File: config.mk
export PLATFORM = sky130hd
export DESIGN_NAME = linear_probe_hash_table_unit
export DESIGN_NICKNAME = d
export VERILOG_FILES = /design/src/hw/rtl/lpht_pkg.sv /design/src/hw/rtl/linear_probe_hash_table_unit.sv /design/src/hw/rtl/lpht_useq.sv /design/src/hw/rtl/lpht_slots.sv
export SDC_FILE = /design/constraint.sdc
export NUM_CORES = 1
export LEC_CHECK = 0
export CAP_MARGIN = 20
export CORE_ASPECT_RATIO = 1.2
export CORE_UTILIZATION = 45
export DETAILED_ROUTE_END_ITERATION = 6
export DONT_BUFFER_PORTS = 1
export GPL_TIMING_DRIVEN = 0
export MAX_ROUTING_LAYER = met4
export PLACE_DENSITY = 0.62
export SETUP_SLACK_MARGIN = 0.15
export SLEW_MARGIN = 25
export SYNTH_ARGS = -nofsm -noshare
export SYNTH_HDL_FRONTEND = slang
export SYNTH_SLANG_ARGS = --single-unit
File: constraint.sdc
create_clock -name clk -period 5.8 [get_ports clk]
set_input_delay 0.58 -clock clk [delete_from_list [all_inputs] [get_ports clk]]
set_output_delay 0.58 -clock clk [all_outputs]
set_load 0.01 [all_outputs]
File: src/hw/rtl/lpht_pkg.sv
// ----------------------------------------------------------------------------
// lpht_pkg
// shared types, codes and the microcode program of the hash table unit
// ----------------------------------------------------------------------------
package lpht_pkg;

  // number of slots; home slot is taken from the low key bits, so a power of two
  localparam int TABLE_SIZE = 8;
  localparam int IDX_W      = (TABLE_SIZE > 1) ? $clog2(TABLE_SIZE) : 1;

  localparam int KEY_W    = 31;
  localparam int AGE_W    = 7;
  localparam int ACTION_W = 2;
  localparam int STATUS_W = 3;
  localparam int SLOT_W   = 3;

  typedef logic [IDX_W-1:0] idx_t;

  typedef enum logic [ACTION_W-1:0] {
    ACT_SEARCH = 2'd0,
    ACT_INSERT = 2'd1,
    ACT_DELETE = 2'd2
  } action_t;

  typedef enum logic [1:0] {
    SLOT_EMPTY    = 2'd0,
    SLOT_DELETED  = 2'd1,
    SLOT_OCCUPIED = 2'd2
  } slot_state_t;

  typedef enum logic [STATUS_W-1:0] {
    RES_INSERTED  = 3'd0,
    RES_DUPLICATE = 3'd1,
    RES_FULL      = 3'd2,
    RES_FOUND     = 3'd3,
    RES_NOT_FOUND = 3'd4,
    RES_DELETED   = 3'd5
  } result_t;

  // micro-operations driven into the datapath
  typedef enum logic [1:0] {
    UOP_LOAD   = 2'd0,
    UOP_PROBE  = 2'd1,
    UOP_COMMIT = 2'd2
  } uop_t;

  // jump conditions; when the condition holds the jump target is taken
  typedef enum logic [1:0] {
    CND_NEVER    = 2'd0,
    CND_NO_INPUT = 2'd1,
    CND_NOT_DONE = 2'd2,
    CND_OUT_BUSY = 2'd3
  } cond_t;

  typedef logic [1:0] upc_t;

  localparam upc_t STEP_LOAD   = 2'd0;
  localparam upc_t STEP_PROBE  = 2'd1;
  localparam upc_t STEP_COMMIT = 2'd2;

  typedef struct packed {
    uop_t  op;
    cond_t cond;
    upc_t  jump;
    upc_t  next;
  } uword_t;

  // decoded strobes from the sequencer to the datapath
  typedef struct packed {
    logic load;
    logic probe;
    logic commit;
  } ctrl_t;

  // status bits the sequencer branches on
  typedef struct packed {
    logic in_valid;
    logic probe_done;
    logic out_busy;
  } seq_flags_t;

  // microcode program
  function automatic uword_t ucode_rom(input upc_t pc);
    uword_t w;
    case (pc)
      STEP_LOAD:   w = '{op: UOP_LOAD,   cond: CND_NO_INPUT, jump: STEP_LOAD,
                         next: STEP_PROBE};
      STEP_PROBE:  w = '{op: UOP_PROBE,  cond: CND_NOT_DONE, jump: STEP_PROBE,
                         next: STEP_COMMIT};
      STEP_COMMIT: w = '{op: UOP_COMMIT, cond: CND_OUT_BUSY, jump: STEP_COMMIT,
                         next: STEP_LOAD};
      default:     w = '{op: UOP_LOAD,   cond: CND_NEVER,    jump: STEP_LOAD,
                         next: STEP_LOAD};
    endcase
    return w;
  endfunction

endpackage

File: src/hw/rtl/linear_probe_hash_table_unit.sv
// ----------------------------------------------------------------------------
// linear_probe_hash_table_unit
// open-addressing hash table with linear probing, microcoded control
// ----------------------------------------------------------------------------
// Each input transaction asks to search, insert or delete one key in a table
// of TABLE_SIZE slots and yields exactly one result transaction. The home
// slot is the key modulo TABLE_SIZE and probing walks forward with wrap. An
// operation passes the load step, which takes the item and hashes it, the
// probe step, which visits the probed slots (1 to TABLE_SIZE) one at a time
// through the single read port of the slot table, and the commit step,
// which hands the result to the output register. The output register lets a
// new item be taken while the last result still waits; a further result
// stalls the sequencer until that register is free. Slot states reset to
// empty at once; keys need no reset.
// ----------------------------------------------------------------------------
module linear_probe_hash_table_unit
  import lpht_pkg::*;
(
  input  logic        clk,
  input  logic        rst,
  // action [1:0], key [32:2], age [39:33]
  input  logic [39:0] s_tdata,
  input  logic        s_tvalid,
  output logic        s_tready,
  // status [2:0], slot_index [5:3], zero pad [7:6]
  output logic [7:0]  m_tdata,
  output logic        m_tvalid,
  input  logic        m_tready
);

  ctrl_t      ctrl;
  seq_flags_t flags;
  logic       probe_done;
  result_t    res_status;
  idx_t       res_where;
  logic       commit_fire;

  logic [STATUS_W-1:0] out_status;
  logic [SLOT_W-1:0]   out_slot;

  // output register counts as busy only if its result is not taken this cycle
  assign flags.in_valid   = s_tvalid;
  assign flags.probe_done = probe_done;
  assign flags.out_busy   = m_tvalid && !m_tready;

  lpht_useq u_useq (
    .clk   (clk),
    .rst   (rst),
    .flags (flags),
    .ctrl  (ctrl)
  );

  lpht_slots u_slots (
    .clk        (clk),
    .rst        (rst),
    .ctrl       (ctrl),
    .in_valid   (s_tvalid),
    .action     (s_tdata[1:0]),
    .key        (s_tdata[32:2]),
    .age        (s_tdata[39:33]),
    .probe_done (probe_done),
    .res_status (res_status),
    .res_where  (res_where)
  );

  // input is taken only in the load step of the program
  assign s_tready = ctrl.load;

  assign commit_fire = ctrl.commit && !flags.out_busy;

  // result register
  always_ff @(posedge clk) begin
    if (rst) begin
      m_tvalid <= 1'b0;
    end else if (commit_fire) begin
      m_tvalid <= 1'b1;
    end else if (m_tready) begin
      m_tvalid <= 1'b0;
    end
  end

  // slot number goes out as its low bits
  always_ff @(posedge clk) begin
    if (commit_fire) begin
      out_status <= res_status;
      out_slot   <= SLOT_W'(res_where);
    end
  end

  assign m_tdata = {2'b00, out_slot, out_status};

  // exactly one micro-operation is active in every step
  a_one_uop : assert property (@(posedge clk) disable iff (rst)
    $onehot({ctrl.load, ctrl.probe, ctrl.commit}))
    else $error("control word decodes to more or less than one operation");

  // an accepted transaction always goes straight to probing
  a_load_to_probe : assert property (@(posedge clk) disable iff (rst)
    (s_tvalid && s_tready) |=> ctrl.probe)
    else $error("probe step did not follow an accepted transaction");

  // a finished probe leads to the commit step
  a_probe_to_commit : assert property (@(posedge clk) disable iff (rst)
    (ctrl.probe && probe_done) |=> ctrl.commit)
    else $error("commit step did not follow the end of a probe");

  // a committed result is presented on the next cycle
  a_commit_shows : assert property (@(posedge clk) disable iff (rst)
    commit_fire |=> (m_tvalid && ctrl.load))
    else $error("committed result not presented or sequencer not back to load");

endmodule

File: src/hw/rtl/lpht_useq.sv
// ----------------------------------------------------------------------------
// lpht_useq
// micro-program counter and control store of the hash table unit
// ----------------------------------------------------------------------------
module lpht_useq
  import lpht_pkg::*;
(
  input  logic       clk,
  input  logic       rst,
  input  seq_flags_t flags,
  output ctrl_t      ctrl
);

  upc_t   upc;
  upc_t   upc_next;
  uword_t uword;
  logic   take_jump;

  assign uword = ucode_rom(upc);

  always_comb begin
    case (uword.cond)
      CND_NEVER:    take_jump = 1'b0;
      CND_NO_INPUT: take_jump = !flags.in_valid;
      CND_NOT_DONE: take_jump = !flags.probe_done;
      CND_OUT_BUSY: take_jump = flags.out_busy;
      default:      take_jump = 1'b0;
    endcase
    upc_next = take_jump ? uword.jump : uword.next;
  end

  always_ff @(posedge clk) begin
    if (rst) begin
      upc <= STEP_LOAD;
    end else begin
      upc <= upc_next;
    end
  end

  always_comb begin
    ctrl.load   = (uword.op == UOP_LOAD);
    ctrl.probe  = (uword.op == UOP_PROBE);
    ctrl.commit = (uword.op == UOP_COMMIT);
  end

endmodule

File: src/hw/rtl/lpht_slots.sv
// ----------------------------------------------------------------------------
// lpht_slots
// slot table, probe pointer and per-slot decision logic
// ----------------------------------------------------------------------------
module lpht_slots
  import lpht_pkg::*;
(
  input  logic                clk,
  input  logic                rst,
  input  ctrl_t               ctrl,
  input  logic                in_valid,
  input  logic [ACTION_W-1:0] action,
  input  logic [KEY_W-1:0]    key,
  input  logic [AGE_W-1:0]    age,
  output logic                probe_done,
  output result_t             res_status,
  output idx_t                res_where
);

  slot_state_t            slot_state [TABLE_SIZE];
  logic [KEY_W-1:0]       slot_key   [TABLE_SIZE];
  logic [AGE_W-1:0]       slot_age   [TABLE_SIZE];

  logic [ACTION_W-1:0]    item_action;
  logic [KEY_W-1:0]       item_key;
  logic [AGE_W-1:0]       item_age;
  idx_t                   pos;
  idx_t                   cnt;

  slot_state_t            cur_state;
  logic                   key_eq;
  logic                   last_probe;
  logic                   hit;
  logic                   wr;
  slot_state_t            wr_state;
  result_t                status_now;

  assign cur_state  = slot_state[pos];
  assign key_eq     = (slot_key[pos] == item_key);
  assign last_probe = (cnt == idx_t'(TABLE_SIZE - 1));

  // decision for the slot under the probe pointer
  always_comb begin
    probe_done = 1'b0;
    hit        = 1'b0;
    wr         = 1'b0;
    wr_state   = SLOT_OCCUPIED;
    status_now = RES_NOT_FOUND;
    if (item_action == ACT_INSERT) begin
      if (cur_state != SLOT_OCCUPIED) begin
        probe_done = 1'b1;
        hit        = 1'b1;
        wr         = 1'b1;
        status_now = RES_INSERTED;
      end else if (key_eq) begin
        probe_done = 1'b1;
        status_now = RES_DUPLICATE;
      end else if (last_probe) begin
        probe_done = 1'b1;
        status_now = RES_FULL;
      end
    end else begin
      if (cur_state == SLOT_EMPTY) begin
        probe_done = 1'b1;
      end else if (cur_state == SLOT_OCCUPIED && key_eq) begin
        probe_done = 1'b1;
        hit        = 1'b1;
        if (item_action == ACT_DELETE) begin
          wr         = 1'b1;
          wr_state   = SLOT_DELETED;
          status_now = RES_DELETED;
        end else begin
          status_now = RES_FOUND;
        end
      end else if (last_probe) begin
        probe_done = 1'b1;
      end
    end
  end

  // item capture and probe walk
  always_ff @(posedge clk) begin
    if (ctrl.load && in_valid) begin
      item_action <= action;
      item_key    <= key;
      item_age    <= age;
      pos         <= key[IDX_W-1:0];
      cnt         <= '0;
    end else if (ctrl.probe && !probe_done) begin
      pos <= (pos == idx_t'(TABLE_SIZE - 1)) ? '0 : pos + idx_t'(1);
      cnt <= cnt + idx_t'(1);
    end
    if (ctrl.probe && probe_done) begin
      res_status <= status_now;
      res_where  <= hit ? pos : '0;
    end
  end

  // slot states clear on reset, keys and payloads only matter once written
  always_ff @(posedge clk) begin
    if (rst) begin
      for (int i = 0; i < TABLE_SIZE; i++) begin
        slot_state[i] <= SLOT_EMPTY;
      end
    end else if (ctrl.probe && probe_done && wr) begin
      slot_state[pos] <= wr_state;
    end
  end

  always_ff @(posedge clk) begin
    if (ctrl.probe && probe_done && wr && item_action == ACT_INSERT) begin
      slot_key[pos] <= item_key;
      slot_age[pos] <= item_age;
    end
  end

endmodule

* After elaboration in Yosys (flattened, before gate mapping)
Memories as Yosys holds them, arrays and structs flattened. A register that Yosys moved wholly into a read port is not among the register bits.
Index checks and enable logic that the tools add are counted.
** Word-level totals
- Logic and storage cells :: 92
- Flip-flop bits (word level) :: 54
- Memories :: 2
- Bits in writable memories :: 264
** Operators by class
- Reductions and logical operators :: 19
- $add $sub $neg :: 2
- Equality and inequality tests :: 14
- Multiplexer cells :: 45
** Memory list
- u_slots.slot_key :: words 8, width 31, rd ports 1, clocked after memory_dff 1, wr ports 1, RTL line lpht_slots.sv:21 : logic [KEY_W-1:0] slot_key [TABLE_SIZE];
- u_slots.slot_state :: words 8, width 2, rd ports 1, clocked after memory_dff 1, wr ports 8, RTL line lpht_slots.sv:20 : slot_state_t slot_state [TABLE_SIZE];
** Operators by type and width (count)
- 2-to-1 mux 3 bit :: 13
- == test 31 bit :: 1
- 2-to-1 mux 1 bit :: 24
- case mux 8 bit (3 select lines) :: 1
- == test 2 bit, second input constant :: 6
- 2-to-1 mux 2 bit :: 6
- == test 2 x 1 -> 1 bit, second input constant :: 4
- logical AND 1 bit :: 8
- logical NOT 2 bit :: 4
- adder 3 x 1 -> 3 bit, second input constant :: 2
- == test 3 bit, second input constant :: 2
- logical NOT 1 bit :: 4
- case mux 1 bit (4 select lines) :: 1
- nonzero test 2 bit :: 2
- != test 2 bit, second input constant :: 1
- OR reduction 2 bit :: 1

* Depth between registers and ports, before layout
Gate-level depths: netlist of run 1.
- Word-level depth :: 12
- Mapped depth :: 13
- Mapped depth without buffers :: 8

* By module
A second synthesis of run 1 with hierarchy kept.
** Unflattened totals
- Cells, all modules :: 686
- Area, all modules :: 12843.6 µm²
** Modules (own cells, without submodules)
- lpht_slots :: cells each 652, instances 1, sequential area each 9308.9 µm², area an instance 12413.2 µm²
- linear_probe_hash_table_unit :: cells each 13, instances 1, sequential area each 200.2 µm², area an instance 249.0 µm²
- lpht_useq :: cells each 21, instances 1, sequential area each 40.0 µm², area an instance 181.4 µm²

* Least setup slack after synthesis of run 1
No wires, ideal clock.
- Path type :: reg-to-reg
- From :: register with a tool-made name
- To :: memory u_slots.slot_key[4][0] (enable)
- Path buffers :: 4
- Cell stages (with the launch flop) :: 10
- Data required time :: 5342 ps
- Period minus slack after synthesis :: 4880 ps
- Slack :: 920 ps
- Arrival time :: 4422 ps
- Cells stage by stage :: dfxtp_1 > buf_6 > buf_8 > buf_6 > buf_2 > mux4_2 > mux2_2 > nand2_1 > nand4_1 > nor3_1
** RTL lines (RTL line)
- to (decl) :: lpht_slots.sv:21

==> results of run 1 <==
-- power by group through the flow --
stage	Combinational, uW	Clock [uW]	Sequential, uW
after global routing	2130	2170	3030
after floorplan	1450	0	3000
final	1960	2040	3000
after detailed placement	1990	0	3050
after CTS	2000	2090	3000
after global placement	1910	0	3040
-- stage by stage --
stage	TNS (ps)	instances	cell area [um^2]	power, uW	worst slack [ps]
floorplan	0	658	13000	4447	920.2
detailed placement	0	1056	13840	5041	1258
global placement	-215350	1037	13470	4959	-2541
finish	0	1114	14880	7001	1297
global route	0	1114	14880	7324	1011
CTS	0	1114	14880	7088	1241
-- worst register-to-register path, cell delays in order (launching register included) --
cell	delay, ps
dfxtp_1	300
buf_2	240
buf_2	340
clkbuf_1	680
mux4_2	420
mux2i_1	190
xor2_1	370
nand4_1	180
nor3_1	530
nand3_1	340
a21oi_1	550
-- flip-flops by register name (all words and copies together), names as in the netlist, 2 cells and up, named ones only --
name	count
u_slots.pos	3
u_slots.item_key	31
u_useq.upc	2
out_slot	3
u_slots.slot_state	16
u_slots.item_action	2
u_slots.cnt	3
u_slots.res_where	3
u_slots.slot_key	248
out_status	3
u_slots.res_status	3
-- how the worst min path moves through the flow --
stage	start	end	slack (ps)	depth (start not counted)
finish	s_tdata[6]	u_slots.item_key[4]	100	0
global route	s_tdata[17]	u_slots.item_key[15]	80	0
CTS	s_tdata[17]	u_slots.item_key[15]	80	0
detailed placement	u_slots.res_where[1]	out_slot[1]	410	0
global placement	u_slots.res_where[0]	out_slot[0]	410	0
floorplan	u_slots.res_where[0]	out_slot[0]	400	0
-- cell families after synthesis --
family	Yosys count	synth area share
XOR/XNOR	29	0.01955
flip-flops	321	0.7348
adder cells (fa/ha/maj)	11	0.01059
AO/OA/AOI/OAI	36	0.02186
AND/OR/NAND/NOR	111	0.05257
other	1	0.0002886
multiplexers	111	0.1444
buffers and inverters	37	0.01589
-- area by class of cell --
| cell class | instances | area share |
|---|---|---|
| Buffer | 30 | 0.01236 |
| Clock inverter | 23 | 0.01682 |
| Inverter | 7 | 0.001766 |
| Multi-Input combinational cell | 300 | 0.2217 |
| Sequential cell | 321 | 0.6418 |
| Tap cell | 379 | 0.03187 |
| Timing Repair Buffer | 19 | 0.02060 |
| Clock buffer | 35 | 0.05314 |
-- cell usage after synthesis (all sizes together) (9+ instances only) --
cell and count:
mux2i 42, nor3 12, nand2 15, mux2 11, edfxtp 312, dfxtp 9, ha 11, nor2 20
xor2 16, xnor2 13, buf 22, nor2b 10, mux4 58, and2 9
-- layer usage --
layer | vias to the layer above | track usage | routed length, um
met5 | - | - | 0
met4 | 0 | 0.04742 | 448
met3 | 35 | 0.02843 | 1032
met2 | 152 | 0.3255 | 13710
met1 | 3213 | 0.2296 | 10510
li1 | 2767 | - | -
==> summary.txt, run 1 <==
Run status
  – Outcome: complete, no violations

Timing
  – Hold_ws: 103.5 ps
  – Relative slew slack: 0.4341
  – Final period util: 0.7764
  – Slew @ Worst Pin: 848.8 ps
  – Endpoints failing setup: 0
  – Max Freq: 222.1 MHz
  – Slew Viols, Final: 0
  – RSZ-0062 raised after global routing: false
  – Post-layout min period: 4503 ps
  – Clk_skew: 13.17 ps
  – Final hold vios: 0

Synth
  – Syn avg cell area: 19.78 um^2
  – Cells after Synth: 657
  – Seq/Total Area, Yosys: 0.7348
  – Largest area contributor in the netlist: edfxtp_1
  – Top-area cell type share of the netlist area: 0.7210
  – Top cells by area, synth: edfxtp_1 (72%), mux4_2 (8.8%), mux2i_1 (3.2%)
  – Post-synth ARST share: 0
  – EDFF count, synth: 312
  – Top FF cell, synth: edfxtp_1
  – FF+latch count, synth: 321
  – Netlist cell types: 58
  – Synthesized area: 0.01299 mm^2
  – Ys Warns: 0

Setup path
  – Critical Path RT: 5990 ps
  – Slowest cell delay on critical path: 680 ps
  – Crit path depth: 10
  – Crit path buffers/inverters: 3
  – Worst-path cell chain: buf_2 > buf_2 > clkbuf_1 > mux4_2 > mux2i_1 > xor2_1 > nand4_1 > nor3_1 > nand3_1 > a21oi_1
  – R2R Path End: u_slots.res_where[0]
  – Most Frequent Cell on Critical Path: buf_2
  – Critical Path End Type: register
  – Critical path peak fanout: 10
  – Worst-case reg-to-reg path depth: 10
  – Setup slack, reg-to-reg: 1300 ps
  – CP endpoint: u_slots.res_where[0]
  – Crit path kind: reg2reg
  – Slowest stage cell, crit path: clkbuf_1
  – Crit path DAT: 4700 ps
  – Delay-heaviest family, CP: buffers and inverters
  – Startpoint types: register

Clock network
  – Clk_lat worst skew: 570 ps
  – Total setup buffers inserted after CTS: 0
  – Clock Tree Root: clkbuf_16
  – Clk slew on worst S/H paths: 60 ps
  – CTS sink cnt: 321
  – Number of CTS-inserted buffers: 31
  – CTS tree: done
  – # resized after CTS: 0
  – Htree depth: 1
  – Hold_buf cts: 0
  – Clk buf depth: 3

GRT
  – Initial antenna violation count: 0
  – Vias in the first global route: 6550
  – Total GRT Usage: 0.1878
  – Global route overflow: 0
  – Largest net degree at the start of global routing: 42
  – First-pass GRT wire length: 39220 um

Floorplan
  – Die Height: 188.2 um
  – Die X: 157.1 um
  – Initial Util: 0.4614
  – I/O pin count: 54
  – Die area: 0.02956 mm^2
  – CORE AREA: 0.02817 mm^2
  – Site Rows: 67

Finish
  – Most frequent cells in the layout: edfxtp_1 (312), mux4_2 (51), mux2i_1 (42)
  – Layout fillers: 2253
  – Final Util: 0.5283
  – Area Overhead vs Synth: 14.50%
  – Commonest non-fill, non-tap cell in the layout: edfxtp_1
  – Fin nets: 765
  – ANT cells: 0
  – Share of cells above drive strength 1: 0.2272
  – Register area: 0.009549 mm^2
  – Area occupied by multi-input gates: 0.003298 mm^2

Worst hold path
  – Hold/Removal Path Class: in2reg

Power and ir drop
  – Sequential power share: 0.429
  – Sw frac: 0.3013
  – Pint: 4892 uW
  – Power share of the combinational group: 0.280
  – Power density of the placed cells: 470.5 mW/mm^2
  – Leak: 0.004917 uW
  – Worst IR Drop VDD: 438.2 uV
  – Clk network pwr share: 0.291
  – Sw power: 2109 uW

Drt
  – Vias per Instance: 5.536
  – Initial DRC Count: 447
  – DRC: 0
  – Detailed Routing Iterations Pass 1: 5
  – Routed via count: 6167
  – WL/cell: 23.07 um
  – Post-route ant nets: 0
  – WL final: 25700 um

Placed design
  – Final GP Congestion: 0.8397
  – Hpwl dp: 17330 um
  – Port Buffer Count: 0

Job
  – Max Cap Violations: 0
(Power assumes the default switching activity.)
==> run 2: changes to the inputs <==
==> constraint.sdc (replaced) <==
create_clock -name clk -period 4.4 [get_ports clk]
set_input_delay 0.44 -clock clk [delete_from_list [all_inputs] [get_ports clk]]
set_output_delay 0.44 -clock clk [all_outputs]
set_load 0.01 [all_outputs]
==> run 2 against run 1 <==
Net effect: final area up 3.5%; clock power up 32%; global-route usage up 0.50 points; fmax up 12%; die area unchanged; worst setup slack worse by 910 ps; critical path type unchanged; highest routed layer unchanged.
==> summary.txt, run 2 (synthesized netlist as in run 1, its figures left out) <==
Run status
  – Outcome: complete, no violations (unchanged)

Setup path
  – Startpoint types: register (unchanged)
  – Crit path DAT: 4450 ps (was 4700 ps)
  – Crit path kind: reg2reg (unchanged)
  – Critical path peak fanout: 10 (unchanged)
  – Setup slack, reg-to-reg: 380 ps (was 1300 ps)
  – Critical Path End Type: register (unchanged)
  – Critical Path RT: 4830 ps (was 5990 ps)
  – Worst-case reg-to-reg path depth: 11 (was 10)

Power and ir drop
  – Power share of the combinational group: 0.286 (was 0.280)
  – Worst IR Drop VDD: 426.1 uV (was 438.2 uV)
  – Clk network pwr share: 0.289 (was 0.291)
  – Tot Pwr: 9321 uW (was 7001 uW)
  – Sequential power share: 0.425 (was 0.429)
  – Sw frac: 0.3036 (was 0.3013)
  – Sw power: 2830 uW (was 2109 uW)
  – Leak: 0.005137 uW (was 0.004917 uW)
  – Pint: 6491 uW (was 4892 uW)
  – Power density of the placed cells: 605.1 mW/mm^2 (was 470.5 mW/mm^2)

Placed design
  – Final GP Congestion: 0.8432 (was 0.8397)
  – Cells after DPL: 1053 (was 1056)
  – Dpl cell area: 0.01388 mm^2 (was 0.01384 mm^2)
  – Port Buffer Count: 0 (unchanged)
  – Hpwl dp: 17560 um (was 17330 um)

Drt
  – Post-route ant nets: 0 (unchanged)
  – Initial DRC Count: 472 (was 447)
  – Vias per Instance: 5.512 (was 5.536)
  – DRC: 0 (unchanged)
  – WL final: 26510 um (was 25700 um)
  – WL/cell: 22.91 um (was 23.07 um)
  – Detailed Routing Iterations Pass 1: 4 (was 5)
  – Routed via count: 6377 (was 6167)

Finish
  – Most frequent cells in the layout: edfxtp_1 (312), mux4_2 (51), mux2i_1 (42) (unchanged)
  – Area Overhead vs Synth: 18.53% (was 14.50%)
  – Largest register FFs: 248 (unchanged)
  – ANT cells: 0 (unchanged)
  – Fin nets: 808 (was 765)
  – Largest Register: u_slots.slot_key (unchanged)
  – Commonest non-fill, non-tap cell in the layout: edfxtp_1 (unchanged)
  – Register area: 0.009549 mm^2 (unchanged)
  – Share of cells above drive strength 1: 0.2429 (was 0.2272)
  – Area occupied by multi-input gates: 0.003337 mm^2 (was 0.003298 mm^2)
  – Regs by FF count: u_slots.slot_key (248), u_slots.item_key (31), u_slots.slot_state (16) (unchanged)
  – Final design area excluding fillers: 0.01540 mm^2 (was 0.01488 mm^2)
  – Layout fillers: 2237 (was 2253)
  – Non-filler cells, final: 1157 (was 1114)

GRT
  – First-pass GRT wire length: 40470 um (was 39220 um)
  – Initial antenna violation count: 0 (unchanged)
  – Largest net degree at the start of global routing: 42 (unchanged)
  – Global route overflow: 0 (unchanged)
  – Vias in the first global route: 6800 (was 6550)
  – Total GRT Usage: 0.1928 (was 0.1878)

Floorplan
  – I/O pin count: 54 (unchanged)
  – CORE AREA: 0.02817 mm^2 (unchanged)
  – Die X: 157.1 um (unchanged)
  – Die area: 0.02956 mm^2 (unchanged)
  – Initial Util: 0.4614 (unchanged)
  – Site Rows: 67 (unchanged)
  – Die Height: 188.2 um (unchanged)

Clock network
  – Number of CTS-inserted buffers: 31 (unchanged)
  – CTS sink cnt: 321 (unchanged)
  – Htree depth: 1 (unchanged)
  – Clock Tree Root: clkbuf_16 (unchanged)
  – Clk buf depth: 3 (unchanged)
  – Clk_lat worst skew: 560 ps (was 570 ps)
  – Clk slew on worst S/H paths: 60 ps (about the same)
  – CTS tree: done (unchanged)

Worst hold path
  – Hold Path Cell Cnt: 2 (was 0)
  – Hold/Removal Path Class: in2reg (unchanged)
  – Hold_sp: s_tdata[2] (was s_tdata[6])

Timing
  – Slew Viols, Final: 0 (unchanged)
  – Final hold vios: 0 (unchanged)
  – Clk_skew: 20.48 ps (was 13.17 ps)
  – Endpoints failing setup: 0 (unchanged)
  – Max Freq: 249.0 MHz (was 222.1 MHz)
  – Final period util: 0.9127 (was 0.7764)
  – RSZ-0062 raised after global routing: false (unchanged)
  – Slew @ Worst Pin: 730.9 ps (was 848.8 ps)
  – Relative slew slack: 0.5082 (was 0.4341)
  – Setup tns final: 0 ps (unchanged)
  – Post-layout min period: 4016 ps (was 4503 ps)

Job
  – Max Cap Violations: 0 (unchanged)
-- run 2: repair_timing --
item / in CTS / in global routing
gates cloned: 0 / 0
buffers inserted: 8 / 5
resized for setup: 6 / 2
hold buffers: 33 / 0
endpoints found under the setup margin: 100 / 52
hold endpoints to repair: 33 / 0
pin swaps: 4 / 1
-- run 2: cell type report --
cell class	count	share of cell area
multi-input cells	300	0.2166
clock buffers	34	0.05109
plain buffers	30	0.01235
well taps	379	0.03079
clock inverters	24	0.01690
inverters	7	0.001706
flip-flops and latches	321	0.6199
repair buffers	62	0.05061
-- run 2: through the flow --
stage	utilization	hold slack, ps	setup slack, ps
finish	0.5469	106.1	384.1
global route	0.5469	111.7	156.0
CTS	0.5450	90.13	227.4
detailed placement	0.4929	407.9	-216.3
global placement	0.4787	410.8	-1934
floorplan	-	400.3	343.8
-- run 2: power groups by stage --
stage,Sequential (uW),Clock (uW),Combinational (uW)
finish,3960,2700,2660
floorplan,3950,0,1920
CTS,3960,2750,2690
detailed placement,4030,0,2630
global route,3990,2860,2880
global placement,4010,0,2530
-- run 2: worst min path at each step --
stage	endpoint	slack, ps
3_3_place_gp	out_slot[0]	410
6_report	u_slots.pos[0]	110
2_1_floorplan	out_slot[0]	400
3_5_place_dp	out_status[0]	410
5_1_grt	u_slots.pos[1]	110
4_1_cts	u_slots.pos[0]	90
-- run 2: routing by layer --
layer	wire length (um)	share of wire	track usage
met1	10620	0.40	0.2363
met3	1157	0.044	0.02750
met5	0	0	-
met4	675	0.025	0.05489
met2	14050	0.53	0.3318
-- run 2: worst max-delay path: stages (launching register included) --
cell and delay [ps]:
dfxtp_1 330, buf_6 180, buf_6 180, buf_2 380, mux4_2 550, mux2i_1 190, xor2_1 420, nand4_1 200
nor4_2 550, a41oi_4 330, nor2_4 210, mux2_2 360
==> run 3: changes to the inputs <==
--- a/config.mk
+++ b/config.mk
@@ -12,7 +12,6 @@
 export DONT_BUFFER_PORTS = 1
 export GPL_TIMING_DRIVEN = 0
 export MAX_ROUTING_LAYER = met4
-export PLACE_DENSITY = 0.62
 export SETUP_SLACK_MARGIN = 0.15
 export SLEW_MARGIN = 25
 export SYNTH_ARGS = -nofsm -noshare
==> constraint.sdc (replaced) <==
create_clock -name clk -period 4.4 [get_ports clk]
set_input_delay 0.22 -clock clk [delete_from_list [all_inputs] [get_ports clk]]
set_output_delay 0.22 -clock clk [all_outputs]
set_load 0.01 [all_outputs]
==> run 3 against run 2 <==
Net effect: total power is 1.1% lower; global-route usage rose by 0.12 points; utilization about the same.
==> summary.txt, run 3 (synthesized netlist as in run 1, its figures left out) <==
Timing
  – Endpoints failing setup: 0 (unchanged)
  – Final period util: 0.9214 (was 0.9127)
  – Clk_skew: 16.95 ps (was 20.48 ps)
  – Slew Viols, Final: 0 (unchanged)
  – Max Freq: 246.7 MHz (was 249.0 MHz)
  – Hold_ws: 177.9 ps (was 106.1 ps)
  – Final hold vios: 0 (unchanged)
  – Post-layout min period: 4054 ps (was 4016 ps)
  – Relative slew slack: 0.5077 (was 0.5082)
  – Worst setup margin: 345.8 ps (was 384.1 ps)
  – RSZ-0062 raised after global routing: false (unchanged)
  – Slew @ Worst Pin: 736.3 ps (was 730.9 ps)

Drt
  – Detailed Routing Iterations Pass 1: 5 (was 4)
  – DRC: 0 (unchanged)
  – Post-route ant nets: 0 (unchanged)
  – Initial DRC Count: 473 (was 472)
  – WL final: 26590 um (was 26510 um)
  – Vias per Instance: 5.519 (was 5.512)
  – WL/cell: 23.06 um (was 22.91 um)
  – Routed via count: 6363 (was 6377)

Finish
  – Most frequent cells in the layout: edfxtp_1 (312), mux4_2 (51), mux2i_1 (42) (unchanged)
  – Commonest non-fill, non-tap cell in the layout: edfxtp_1 (unchanged)
  – Regs by FF count: u_slots.slot_key (248), u_slots.item_key (31), u_slots.slot_state (16) (unchanged)
  – Fin nets: 805 (was 808)
  – Largest Register: u_slots.slot_key (unchanged)
  – Share of cells above drive strength 1: 0.2326 (was 0.2429)
  – Final design area excluding fillers: 0.01541 mm^2 (was 0.01540 mm^2)
  – Largest register FFs: 248 (unchanged)
  – Final Util: 0.5472 (was 0.5469)
  – Area Overhead vs Synth: 18.61% (was 18.53%)
  – ANT cells: 0 (unchanged)

Clock network
  – Number of CTS-inserted buffers: 30 (was 31)
  – CTS sink cnt: 321 (unchanged)
  – Clk slew on worst S/H paths: 60 ps (about the same)
  – Htree depth: 1 (unchanged)
  – CTS tree: done (unchanged)
  – Clk buf depth: 3 (unchanged)
  – Clk_lat worst skew: 560 ps (about the same)
  – Clock Tree Root: clkbuf_16 (unchanged)

Setup path
  – Most Frequent Cell on Critical Path: buf_6 (unchanged)
  – Crit path DAT: 4310 ps (was 4450 ps)
  – Critical Path End Type: register (unchanged)
  – Crit path kind: reg2reg (unchanged)
  – Crit path buffers/inverters: 6 (was 3)
  – Critical Path RT: 4660 ps (was 4830 ps)
  – Critical path peak fanout: 11 (was 10)
  – Slowest cell delay on critical path: 640 ps (was 550 ps)
  – Delay-heaviest family, CP: buffers and inverters (was multiplexers)
  – Worst-path cell chain: buf_6 > buf_6 > buf_2 > buf_2 > mux4_2 > mux2_2 > nand2_1 > nand4_1 > nor3_4 > buf_6 > buf_6 (was buf_6 > buf_6 > buf_2 > mux4_2 > mux2i_1 > xor2_1 > nand4_1 > nor4_2 > a41oi_4 > nor2_4 > mux2_2)
  – Startpoint types: register (unchanged)
  – Slowest stage cell, crit path: nand4_1 (was mux4_2)

Placed design
  – Pre-CTS setup slack: -190.1 ps (was -216.3 ps)
  – Port Buffer Count: 0 (unchanged)
  – Final GP Congestion: 0.8913 (was 0.8432)
  – Hpwl dp: 17620 um (was 17560 um)
  – Dpl cell area: 0.01395 mm^2 (was 0.01388 mm^2)

Power and ir drop
  – Worst IR Drop VDD: 400.0 uV (was 426.1 uV)
  – Sw frac: 0.3011 (was 0.3036)
  – Leak: 0.005131 uW (was 0.005137 uW)
  – Sequential power share: 0.429 (was 0.425)
  – Clk network pwr share: 0.282 (was 0.289)
  – Sw power: 2777 uW (was 2830 uW)
  – Pint: 6445 uW (was 6491 uW)
  – Power share of the combinational group: 0.289 (was 0.286)
  – Power density of the placed cells: 598.3 mW/mm^2 (was 605.1 mW/mm^2)

GRT
  – Initial antenna violation count: 0 (unchanged)
  – Vias in the first global route: 6743 (was 6800)
  – Total GRT Usage: 0.1940 (was 0.1928)
  – Largest net degree at the start of global routing: 32 (was 42)
  – Global route overflow: 0 (unchanged)
  – First-pass GRT wire length: 40500 um (was 40470 um)

Run status
  – Outcome: complete, no violations (unchanged)

Job
  – Max Cap Violations: 0 (unchanged)

Floorplan
  – Die area: 0.02956 mm^2 (unchanged)
  – I/O pin count: 54 (unchanged)
  – CORE AREA: 0.02817 mm^2 (unchanged)
  – Die Height: 188.2 um (unchanged)
  – Die X: 157.1 um (unchanged)
  – Initial Util: 0.4614 (unchanged)
  – Site Rows: 67 (unchanged)

Worst hold path
  – Hold/Removal Path Class: in2reg (unchanged)
==> run 3: worst paths after layout <==
kind / start / to / slack [ps] / cells past startpoint
hold / removal: rst / u_useq.upc[1] / 180 / 3
hold reg to reg: u_slots.res_where[1] / out_slot[1] / 420 / 0
setup reg to reg: register / u_slots.slot_key[0][11] / 350 / 11
setup / recovery: register / u_slots.slot_key[0][11] / 350 / 11
==> run 3: final cells by class <==
class | instances | area (um^2)
fillers | 2235 | 12750
flip-flops and latches | 321 | 9549
multi-input cells | 300 | 3337
clock buffers | 44 | 864.6
repair buffers | 60 | 835.8
well taps | 379 | 474.2
plain buffers | 30 | 190.2
clock inverters | 12 | 136.4
inverters | 7 | 26.28
==> run 3: power by group through the flow <==
stage	clock network [uW]	registers (uW)	logic [uW]
finish	2600	3960	2660
global route	2780	3990	2870
CTS	2660	3960	2700
detailed placement	0	4020	2650
global placement	0	4010	2540
floorplan	0	3950	1920
==> run 3: stage by stage <==
step / std cells / total power, uW / TNS (ps)
2_1_floorplan: 658 / 5865 / 0
4_1_cts: 1151 / 9316 / 0
3_5_place_dp: 1056 / 6676 / -5228
5_1_grt: 1153 / 9640 / 0
6_report: 1153 / 9222 / 0
3_3_place_gp: 1037 / 6556 / -437410
==> run 3: repair_timing <==
action	CTS	global route
hold endpoints to repair	39	0
buffers inserted	5	2
endpoints found under the setup margin	119	34
resized for setup	5	4
pin swaps	4	2
cloned	0	0
hold buffers	34	0
==> run 3: worst reg2reg max path: stages (launching register included) <==
cell	delay, ps
dfxtp_1	320
buf_6	180
buf_6	190
buf_2	330
buf_2	410
mux4_2	370
mux2_2	280
nand2_1	220
nand4_1	640
nor3_4	420
buf_6	190
buf_6	200
==> run 3: routing by layer <==
layer	vias to the layer above	GRT usage	part of all wire
met4	0	0.04518	0.018
met3	34	0.02404	0.041
met2	147	0.3412	0.54
li1	2852	-	-
met1	3330	0.2376	0.41
met5	-	-	0
